==> config.mk <==
export PLATFORM = sky130hd
export DESIGN_NAME = hcp_engine
export DESIGN_NICKNAME = d
export VERILOG_FILES = /design/src/rtl/core/hcp_pkg.sv /design/src/rtl/core/hcp_engine.sv
export SDC_FILE = /design/constraint.sdc
export NUM_CORES = 2
export LEC_CHECK = 0
export BUFFER_PORTS_ARGS = -buffer_cell sky130_fd_sc_hd__buf_2
export CAP_MARGIN = 20
export CORE_AREA = 2 2 313 315
export DETAILED_ROUTE_END_ITERATION = 10
export DIE_AREA = 0 0 315 317
export PLACE_DENSITY = 0.67
export SYNTH_ARGS = -nofsm -noshare
export SYNTH_HDL_FRONTEND = slang
export SYNTH_SLANG_ARGS = --single-unit
export TNS_END_PERCENT = 100
==> constraint.sdc <==
create_clock -name clk -period 7.7 [get_ports clk]
set_input_delay 0.77 -clock clk [delete_from_list [all_inputs] [get_ports clk]]
set_output_delay 0.77 -clock clk [all_outputs]
set_load 0.02 [all_outputs]
==> src/rtl/core/hcp_pkg.sv <==
`timescale 1ns / 1ps
package hcp_pkg;

	localparam int HCP_MAX_WIDTH  = 1024;
	localparam int HCP_MIN_SIZE   = 7;
	localparam int HCP_MAX_HEIGHT = 4096;
	localparam int DIM_W          = 13;
	localparam int ROW_W          = 12;
	localparam int GRAD_LIMIT     = 180;
	localparam int TENSOR_W       = 28;
	localparam int SCORE_W        = 14;

	typedef enum logic [0:0] {
		CFG_IMAGE_WIDTH  = 1'b0,
		CFG_IMAGE_HEIGHT = 1'b1
	} cfg_index_t;

	typedef enum logic [2:0] {
		ST_IDLE,
		ST_GRAD,
		ST_PROD,
		ST_SUM,
		ST_DET,
		ST_SCORE,
		ST_DEC
	} state_t;

	// two rows per column for each of gray, tensor and score
	typedef struct packed {
		logic [SCORE_W-1:0]  s_old;
		logic [SCORE_W-1:0]  s_new;
		logic [TENSOR_W-1:0] t_old;
		logic [TENSOR_W-1:0] t_new;
		logic [7:0]          g_old;
		logic [7:0]          g_new;
	} line_word_t;

	localparam int LINE_W = $bits(line_word_t);

endpackage

==> src/rtl/core/hcp_engine.sv <==
`timescale 1ns / 1ps
module hcp_engine import hcp_pkg::*; #(
	parameter int MAX_WIDTH = HCP_MAX_WIDTH
) (
	input  logic                         clk,
	input  logic                         arst_n,
	input  logic [DIM_W-1:0]             width_use,
	input  logic [DIM_W-1:0]             height_use,
	input  logic                         in_valid,
	output logic                         in_ready,
	input  logic [7:0]                   red,
	input  logic [7:0]                   green,
	input  logic [7:0]                   blue,
	input  logic                         frame_start,
	output logic                         out_valid,
	input  logic                         out_ready,
	output logic [$clog2(MAX_WIDTH)-1:0] out_col,
	output logic [ROW_W-1:0]             out_row,
	output logic                         corner,
	output logic signed [SCORE_W-1:0]    score,
	output logic                         mem_rd_en,
	output logic [$clog2(MAX_WIDTH)-1:0] mem_rd_addr,
	input  line_word_t                   mem_rd_data,
	output logic                         mem_wr_en,
	output logic [$clog2(MAX_WIDTH)-1:0] mem_wr_addr,
	output line_word_t                   mem_wr_data
);

	localparam int AW = $clog2(MAX_WIDTH);

	state_t state_q, state_d;

	logic [AW-1:0]    col_q;
	logic [ROW_W-1:0] row_q;
	logic [AW-1:0]    c_s1;
	logic [ROW_W-1:0] r_s1;
	logic [7:0]       gray_s1;

	logic [7:0]                gw_q [6];
	logic [TENSOR_W-1:0]       tw_q [6];
	logic signed [SCORE_W-1:0] sw_q [6];

	logic signed [8:0]         gx_s2, gy_s2;
	logic [TENSOR_W-1:0]       tensor_s3;
	logic [6:0]                sxx_s4, syy_s4;
	logic signed [7:0]         sxy_s4;
	logic [12:0]               a_s5, b_s5;
	logic [14:0]               t_s5;
	logic signed [SCORE_W-1:0] score_s6;

	logic                      out_valid_q;
	logic [AW-1:0]             out_col_q;
	logic [ROW_W-1:0]          out_row_q;
	logic                      corner_q;
	logic signed [SCORE_W-1:0] score_q;

	logic            acc;
	logic [AW-1:0]   c_in;
	logic [ROW_W-1:0] r_in;
	logic [DIM_W-1:0] c_next, r_next;
	logic [15:0]     gray_sum;
	logic            has_t, has_s, emit, border, leave_dec;

	logic signed [11:0] g [9];
	logic signed [11:0] gx_raw, gy_raw;
	logic signed [8:0]  gx_c, gy_c;
	logic signed [17:0] pxx, pyy, pxy;
	logic [TENSOR_W-1:0] tn [9];
	logic [12:0]        sxx_sum, syy_sum;
	logic signed [13:0] sxy_sum;
	logic [7:0]         tr;
	logic signed [15:0] pss;
	logic signed [14:0] score_w;
	logic signed [SCORE_W-1:0] sn [9];
	logic signed [SCORE_W-1:0] center;
	logic               peak;

	assign acc      = in_valid && (state_q == ST_IDLE);
	assign in_ready = (state_q == ST_IDLE);
	assign c_in     = frame_start ? '0 : col_q;
	assign r_in     = frame_start ? '0 : row_q;
	assign c_next   = DIM_W'(c_in) + DIM_W'(1);
	assign r_next   = DIM_W'(r_in) + DIM_W'(1);
	assign gray_sum = 16'(red) * 16'd77 + 16'(green) * 16'd150 + 16'(blue) * 16'd29;

	assign has_t  = (c_s1 >= AW'(1));
	assign has_s  = (c_s1 >= AW'(2));
	assign emit   = (c_s1 >= AW'(3)) && (r_s1 >= ROW_W'(3));
	assign border = (c_s1 < AW'(6)) || (r_s1 < ROW_W'(6))
		|| ((DIM_W'(c_s1) + DIM_W'(1)) > width_use)
		|| ((DIM_W'(r_s1) + DIM_W'(1)) > height_use);
	assign leave_dec = (state_q == ST_DEC) && !(emit && out_valid_q && !out_ready);

	always_ff @(posedge clk or negedge arst_n) begin
		if (!arst_n) begin
			state_q <= ST_IDLE;
		end else begin
			state_q <= state_d;
		end
	end

	always_comb begin
		state_d = state_q;
		unique case (state_q)
			ST_IDLE:  if (in_valid) state_d = ST_GRAD;
			ST_GRAD:  state_d = ST_PROD;
			ST_PROD:  state_d = ST_SUM;
			ST_SUM:   state_d = ST_DET;
			ST_DET:   state_d = ST_SCORE;
			ST_SCORE: state_d = ST_DEC;
			ST_DEC:   if (leave_dec) state_d = ST_IDLE;
			default:  state_d = ST_IDLE;
		endcase
	end

	// position counters
	always_ff @(posedge clk or negedge arst_n) begin
		if (!arst_n) begin
			col_q <= '0;
			row_q <= '0;
		end else if (acc) begin
			if (c_next >= width_use) begin
				col_q <= '0;
				row_q <= (r_next >= height_use) ? '0 : r_next[ROW_W-1:0];
			end else begin
				col_q <= c_next[AW-1:0];
				row_q <= r_in;
			end
		end
	end

	always_ff @(posedge clk) begin
		if (acc) begin
			c_s1    <= c_in;
			r_s1    <= r_in;
			gray_s1 <= gray_sum[15:8];
		end
	end

	// sobel over the gray neighbourhood
	always_comb begin
		g[0] = $signed({4'b0000, gw_q[0]});
		g[3] = $signed({4'b0000, gw_q[1]});
		g[6] = $signed({4'b0000, gw_q[2]});
		g[1] = $signed({4'b0000, gw_q[3]});
		g[4] = $signed({4'b0000, gw_q[4]});
		g[7] = $signed({4'b0000, gw_q[5]});
		g[2] = $signed({4'b0000, mem_rd_data.g_old});
		g[5] = $signed({4'b0000, mem_rd_data.g_new});
		g[8] = $signed({4'b0000, gray_s1});
		gx_raw = (g[2] - g[0]) + ((g[5] - g[3]) <<< 1) + (g[8] - g[6]);
		gy_raw = (g[0] + (g[1] <<< 1) + g[2]) - (g[6] + (g[7] <<< 1) + g[8]);
		if (gx_raw < -12'(GRAD_LIMIT)) gx_c = -9'(GRAD_LIMIT);
		else if (gx_raw > 12'(GRAD_LIMIT)) gx_c = 9'(GRAD_LIMIT);
		else gx_c = gx_raw[8:0];
		if (gy_raw < -12'(GRAD_LIMIT)) gy_c = -9'(GRAD_LIMIT);
		else if (gy_raw > 12'(GRAD_LIMIT)) gy_c = 9'(GRAD_LIMIT);
		else gy_c = gy_raw[8:0];
	end

	assign pxx = gx_s2 * gx_s2;
	assign pyy = gy_s2 * gy_s2;
	assign pxy = gx_s2 * gy_s2;

	// 3x3 tensor sums
	always_comb begin
		tn[0] = tw_q[0];
		tn[3] = tw_q[1];
		tn[6] = tw_q[2];
		tn[1] = tw_q[3];
		tn[4] = tw_q[4];
		tn[7] = tw_q[5];
		tn[2] = mem_rd_data.t_old;
		tn[5] = mem_rd_data.t_new;
		tn[8] = tensor_s3;
		sxx_sum = '0;
		syy_sum = '0;
		sxy_sum = '0;
		for (int k = 0; k < 9; k++) begin
			sxx_sum = sxx_sum + 13'(tn[k][8:0]);
			syy_sum = syy_sum + 13'(tn[k][17:9]);
			sxy_sum = sxy_sum + $signed({{4{tn[k][27]}}, tn[k][27:18]});
		end
	end

	assign tr  = 8'(sxx_s4) + 8'(syy_s4);
	assign pss = sxy_s4 * sxy_s4;
	assign score_w = $signed({2'b00, a_s5}) - $signed({2'b00, b_s5})
		- $signed({4'b0000, t_s5[14:4]});

	// non-maximum check on the score neighbourhood
	always_comb begin
		sn[0] = sw_q[0];
		sn[3] = sw_q[1];
		sn[6] = sw_q[2];
		sn[1] = sw_q[3];
		sn[4] = sw_q[4];
		sn[7] = sw_q[5];
		sn[2] = $signed(mem_rd_data.s_old);
		sn[5] = $signed(mem_rd_data.s_new);
		sn[8] = score_s6;
		center = sn[4];
		peak = (center > 14'sd1);
		for (int k = 0; k < 9; k++) begin
			if (k != 4 && center < sn[k]) peak = 1'b0;
		end
	end

	always_ff @(posedge clk) begin
		if (state_q == ST_GRAD) begin
			gx_s2 <= gx_c;
			gy_s2 <= gy_c;
		end
		if (state_q == ST_PROD) begin
			tensor_s3 <= {pxy[15:6], pyy[14:6], pxx[14:6]};
		end
		if (state_q == ST_SUM) begin
			sxx_s4 <= sxx_sum[12:6];
			syy_s4 <= syy_sum[12:6];
			sxy_s4 <= sxy_sum[13:6];
		end
		if (state_q == ST_DET) begin
			a_s5 <= 13'(sxx_s4 * syy_s4);
			b_s5 <= pss[12:0];
			t_s5 <= 15'(tr * tr);
		end
		if (state_q == ST_SCORE) begin
			score_s6 <= score_w[SCORE_W-1:0];
		end
	end

	// window columns
	always_ff @(posedge clk or negedge arst_n) begin
		if (!arst_n) begin
			for (int k = 0; k < 6; k++) begin
				gw_q[k] <= '0;
				tw_q[k] <= '0;
				sw_q[k] <= '0;
			end
		end else begin
			if (state_q == ST_GRAD) begin
				for (int k = 0; k < 3; k++) gw_q[k] <= gw_q[k+3];
				gw_q[3] <= mem_rd_data.g_old;
				gw_q[4] <= mem_rd_data.g_new;
				gw_q[5] <= gray_s1;
			end
			if (state_q == ST_SUM && has_t) begin
				for (int k = 0; k < 3; k++) tw_q[k] <= tw_q[k+3];
				tw_q[3] <= mem_rd_data.t_old;
				tw_q[4] <= mem_rd_data.t_new;
				tw_q[5] <= tensor_s3;
			end
			if (leave_dec && has_s) begin
				for (int k = 0; k < 3; k++) sw_q[k] <= sw_q[k+3];
				sw_q[3] <= $signed(mem_rd_data.s_old);
				sw_q[4] <= $signed(mem_rd_data.s_new);
				sw_q[5] <= score_s6;
			end
		end
	end

	// line store read at transfer, written back once the pixel is done
	assign mem_rd_en   = acc;
	assign mem_rd_addr = c_in;
	assign mem_wr_en   = leave_dec;
	assign mem_wr_addr = c_s1;

	always_comb begin
		mem_wr_data.g_old = mem_rd_data.g_new;
		mem_wr_data.g_new = gray_s1;
		mem_wr_data.t_old = has_t ? mem_rd_data.t_new : mem_rd_data.t_old;
		mem_wr_data.t_new = has_t ? tensor_s3 : mem_rd_data.t_new;
		mem_wr_data.s_old = has_s ? mem_rd_data.s_new : mem_rd_data.s_old;
		mem_wr_data.s_new = has_s ? score_s6 : mem_rd_data.s_new;
	end

	// output register
	always_ff @(posedge clk or negedge arst_n) begin
		if (!arst_n) begin
			out_valid_q <= 1'b0;
		end else begin
			if (out_valid_q && out_ready) out_valid_q <= 1'b0;
			if (leave_dec && emit) out_valid_q <= 1'b1;
		end
	end

	always_ff @(posedge clk) begin
		if (leave_dec && emit) begin
			out_col_q <= c_s1 - AW'(3);
			out_row_q <= r_s1 - ROW_W'(3);
			corner_q  <= border ? 1'b0 : peak;
			score_q   <= border ? '0 : center;
		end
	end

	assign out_valid = out_valid_q;
	assign out_col   = out_col_q;
	assign out_row   = out_row_q;
	assign corner    = corner_q;
	assign score     = score_q;

endmodule

==> flow_summary.toml <==
[status]
status = "completed"

[sta]
fin_crit_ps = 6520
rsz0062_at_grt = "false"
setup_violations = 0
finClkSkew_ps = 41.3
slew_headroom_pct = 28.5
max_freq_ghz = 0.153
hold_viol = 0
period_share_pct = 84.6
report.final.slew_viol_count = 0
worst_slew_pin_slew_ps = 1060
timing.setup.tns_ps = 0

[logic_synthesis]
synth_cell_types = 83
synth_area_mm2 = 0.0478
syn_area_per_cell_um2 = 10.9
synth-edff-count = 185
synthArstFlopShare_pct = 63.8
ys.flop_type = "dfrtp_1"
syn_inst = 4382
synth_nets = 5584
synth.yosys.seq_area_share_pct = 28.7
ys_ff_latch = 511
yosysWarnings = 0

[setup_path]
crit_required_ps = 8130
path_delay_family = "adder cells"
crit_path_frequent_cell = "fa_1"
cp_slowest_cell = "fa_1"
critPathMaxFanout = 5
r2r-end = "t_s5[14]$_DFFE_PP_"
crit_cells = 24
cp.arrival_ps = 6950
path_cells = "buf_2 -> ha_1 -> ha_1 -> inv_1 -> fa_1 -> fa_1 -> inv_1 -> ha_1 -> xor2_1 -> fa_1 -> fa_1 -> inv_1 -> fa_1 -> fa_1 -> inv_1 -> ha_1 -> nand2_1 -> a2bb2oi_1 -> o31ai_1 -> o41ai_1 -> buf_4 -> o2111ai_1 -> xor2_1 -> xnor2_1"
crit_type = "in -> reg"
start_kind = "input port"
r2r_slack_ps = 1440
reg2regPathDepth = 19
worst-path-buf-inv = 6
rr_startpoint = "sxx_s4[1]$_DFFE_PP_"
cp-endpoint = "gray_s1[7]$_DFFE_PP_"
setup.worst_path.start = "green[4]"
worst_setup_path_end_kind = "flip-flop"
slowest_delay_ps = 540

[clock_network]
ctsHoldBuffers = 0
ctsHtreeMaxLevel = 2
cts_root_buf = "clkbuf_16"
numCtsBuffers = 61
post_cts_buffers = 0
ctsResizeCount = 0
clock_latency_ps = 690
cts_sinks = 511
cts_tree = "built"
clkTransAtPathRegs_ps = 60
clockBufferDepth = 3

[floorplan]
fp.dieW_um = 315
die-area_mm2 = 0.0999
core_area_mm2 = 0.0963
core.rowCount = 114
io_pins = 316
initial_utilization_pct = 49.6
chipHeight_um = 317

[final_layout]
layout.nets = 5864
drive_gt1_share_pct = 15.1
diodes = 0
areaGrowthSynthToFinish_pct = 9.91

[place]
hpwl_mm = 82.6
place.gp.congestion = 0.858
io_buffers = 315

[route]
dr.first_iter.drc_count = 1549
routed_via_density = 5.19
dr.pass1.iters = 5
totalWireLength_mm = 104
vias = 31084
drc = 0
drtAntennaViolNets = 0
drt-wirelength-per-cell_um = 17.4

[global_route]
met1_usage_pct = 29.7
grt_max_degree = 153
grt_usage_pct = 21.5
grt_pass1_wl_mm = 171
grt_use_met3_pct = 3.06
grt-busiest-layer = "met2"
overflow = 0
met2_usage_pct = 36.3
grt_antenna_before_repair = 6
first_global_vias = 32680

[min_path]
worstHoldPathType = "in -> async"

[job]
drv_cap = 0
[kinds of logic after synthesis]
group	count (synthesis)	synth area share (%)
buffers and inverters	942	7.95
AO/OA/AOI/OAI	506	6.83
AND/OR/NAND/NOR	818	8.70
adder cells (fa/ha/maj)	1047	36.0
XOR/XNOR	233	4.27
flip-flops	511	28.7
multiplexers	325	7.58
[final cells by class]
| cell class | instances | area [um^2] |
|---|---|---|
| sequential | 511 | 13700 |
| clock inverter | 35 | 343 |
| timing repair buffer | 334 | 1750 |
| tap | 1276 | 1600 |
| fill | 8364 | 43800 |
| multi-input combinational | 2929 | 30300 |
| inverter | 825 | 3100 |
| clock buffer | 80 | 1720 |
[metal layers]
| metal | up-vias | wire [um] |
|---|---|---|
| met1 | 15597 | 47200 |
| met5 | - | 0 |
| li1 | 14843 | - |
| met4 | 0 | 1930 |
| met2 | 527 | 50500 |
| met3 | 117 | 4570 |
[state kept, by name, summed over array words and instances, names as in the netlist, 11 cells and up]
register / count
score: 14
tensor_s3: 28
g: 48
center: 14
tn: 168
t_s5: 11
out_row: 12
b_s5: 12
row_q: 12
score_s6: 14
a_s5: 13
sn: 70
r_s1: 12
[layout by cell type, fill, tap and decap left out, types with 38 or more instances in the layout]
| master | synthesis | final |
|---|---|---|
| inv_1 | 825 | 825 |
| fa_1 | 545 | 545 |
| ha_1 | 502 | 502 |
| dfrtp_1 | 326 | 326 |
| buf_2 | 5 | 314 |
| nand2_1 | 258 | 258 |
| mux2_2 | 245 | 245 |
| edfxtp_1 | 185 | 185 |
| xnor2_1 | 154 | 154 |
| o21ai_0 | 149 | 149 |
| and2_1 | 140 | 137 |
| nor2_1 | 119 | 117 |
| a21oi_1 | 116 | 116 |
| xor2_1 | 79 | 79 |
| nor2b_1 | 67 | 67 |
| a21o_1 | 66 | 66 |
| clkbuf_16 | 0 | 63 |
| mux2i_1 | 54 | 54 |
| nand2b_1 | 53 | 53 |
| nor3_1 | 46 | 45 |
| nand3_1 | 38 | 38 |
[worst min path at each step]
stage                               end  slack, ps  cells after the start
CTS                 sn[115]$_DFFE_PN0P_        160                      1
detailed placement   tn[57]$_DFFE_PN0P_        460                      2
global placement      g[67]$_DFFE_PN0P_        450                      2
finish              sn[116]$_DFFE_PN0P_        120                      1
global route        sn[116]$_DFFE_PN0P_        180                      1
floorplan             g[61]$_DFFE_PN0P_        450                      2
[cell usage after synthesis, types with 8 or more instances]
library cell | count | share of area [%]
o21bai_1 | 24 | 0.38
mux2_1 | 18 | 0.42
nand3_1 | 38 | 0.40
xnor2_1 | 154 | 2.8
nand2b_1 | 53 | 0.69
a211oi_1 | 21 | 0.33
a21o_1 | 66 | 1.0
a211o_1 | 8 | 0.15
xor2_1 | 79 | 1.4
nor2b_1 | 67 | 0.88
or3_1 | 10 | 0.13
nand4_1 | 20 | 0.26
nor4_1 | 11 | 0.14
dfrtp_1 | 326 | 17
edfxtp_1 | 185 | 12
buf_6 | 20 | 0.47
mux2_4 | 8 | 0.25
a21oi_1 | 116 | 1.2
o2111ai_1 | 12 | 0.22
o21a_1 | 24 | 0.38
and3_1 | 16 | 0.21
a2111oi_0 | 9 | 0.16
nand2_1 | 258 | 2.0
o21ai_0 | 149 | 1.6
nor3_1 | 46 | 0.48
nor2_1 | 119 | 0.93
mux2i_1 | 54 | 1.1
buf_4 | 20 | 0.31
and2_1 | 140 | 1.8
inv_1 | 825 | 6.5
ha_1 | 502 | 13
mux2_2 | 245 | 5.8
fa_1 | 545 | 23
clkbuf_1 | 70 | 0.55
[metrics by stage]
| step | area [um^2] | setup slack [ps] | std cells | hold WS [ps] | util, % |
|---|---|---|---|---|---|
| after floorplan | 47800 | 866 | 4382 | 446 | - |
| after global placement | 50500 | 579 | 5874 | 452 | 52.4 |
| after detailed placement | 50500 | 506 | 5874 | 463 | 52.4 |
| after CTS | 52500 | 1220 | 5989 | 163 | 54.5 |
| after global routing | 52500 | 903 | 5990 | 182 | 54.6 |
| final | 52500 | 1180 | 5990 | 119 | 54.6 |
Power is not shown: default switching activity piles up to over one toggle a cycle in this logic, so the estimate is an artifact.
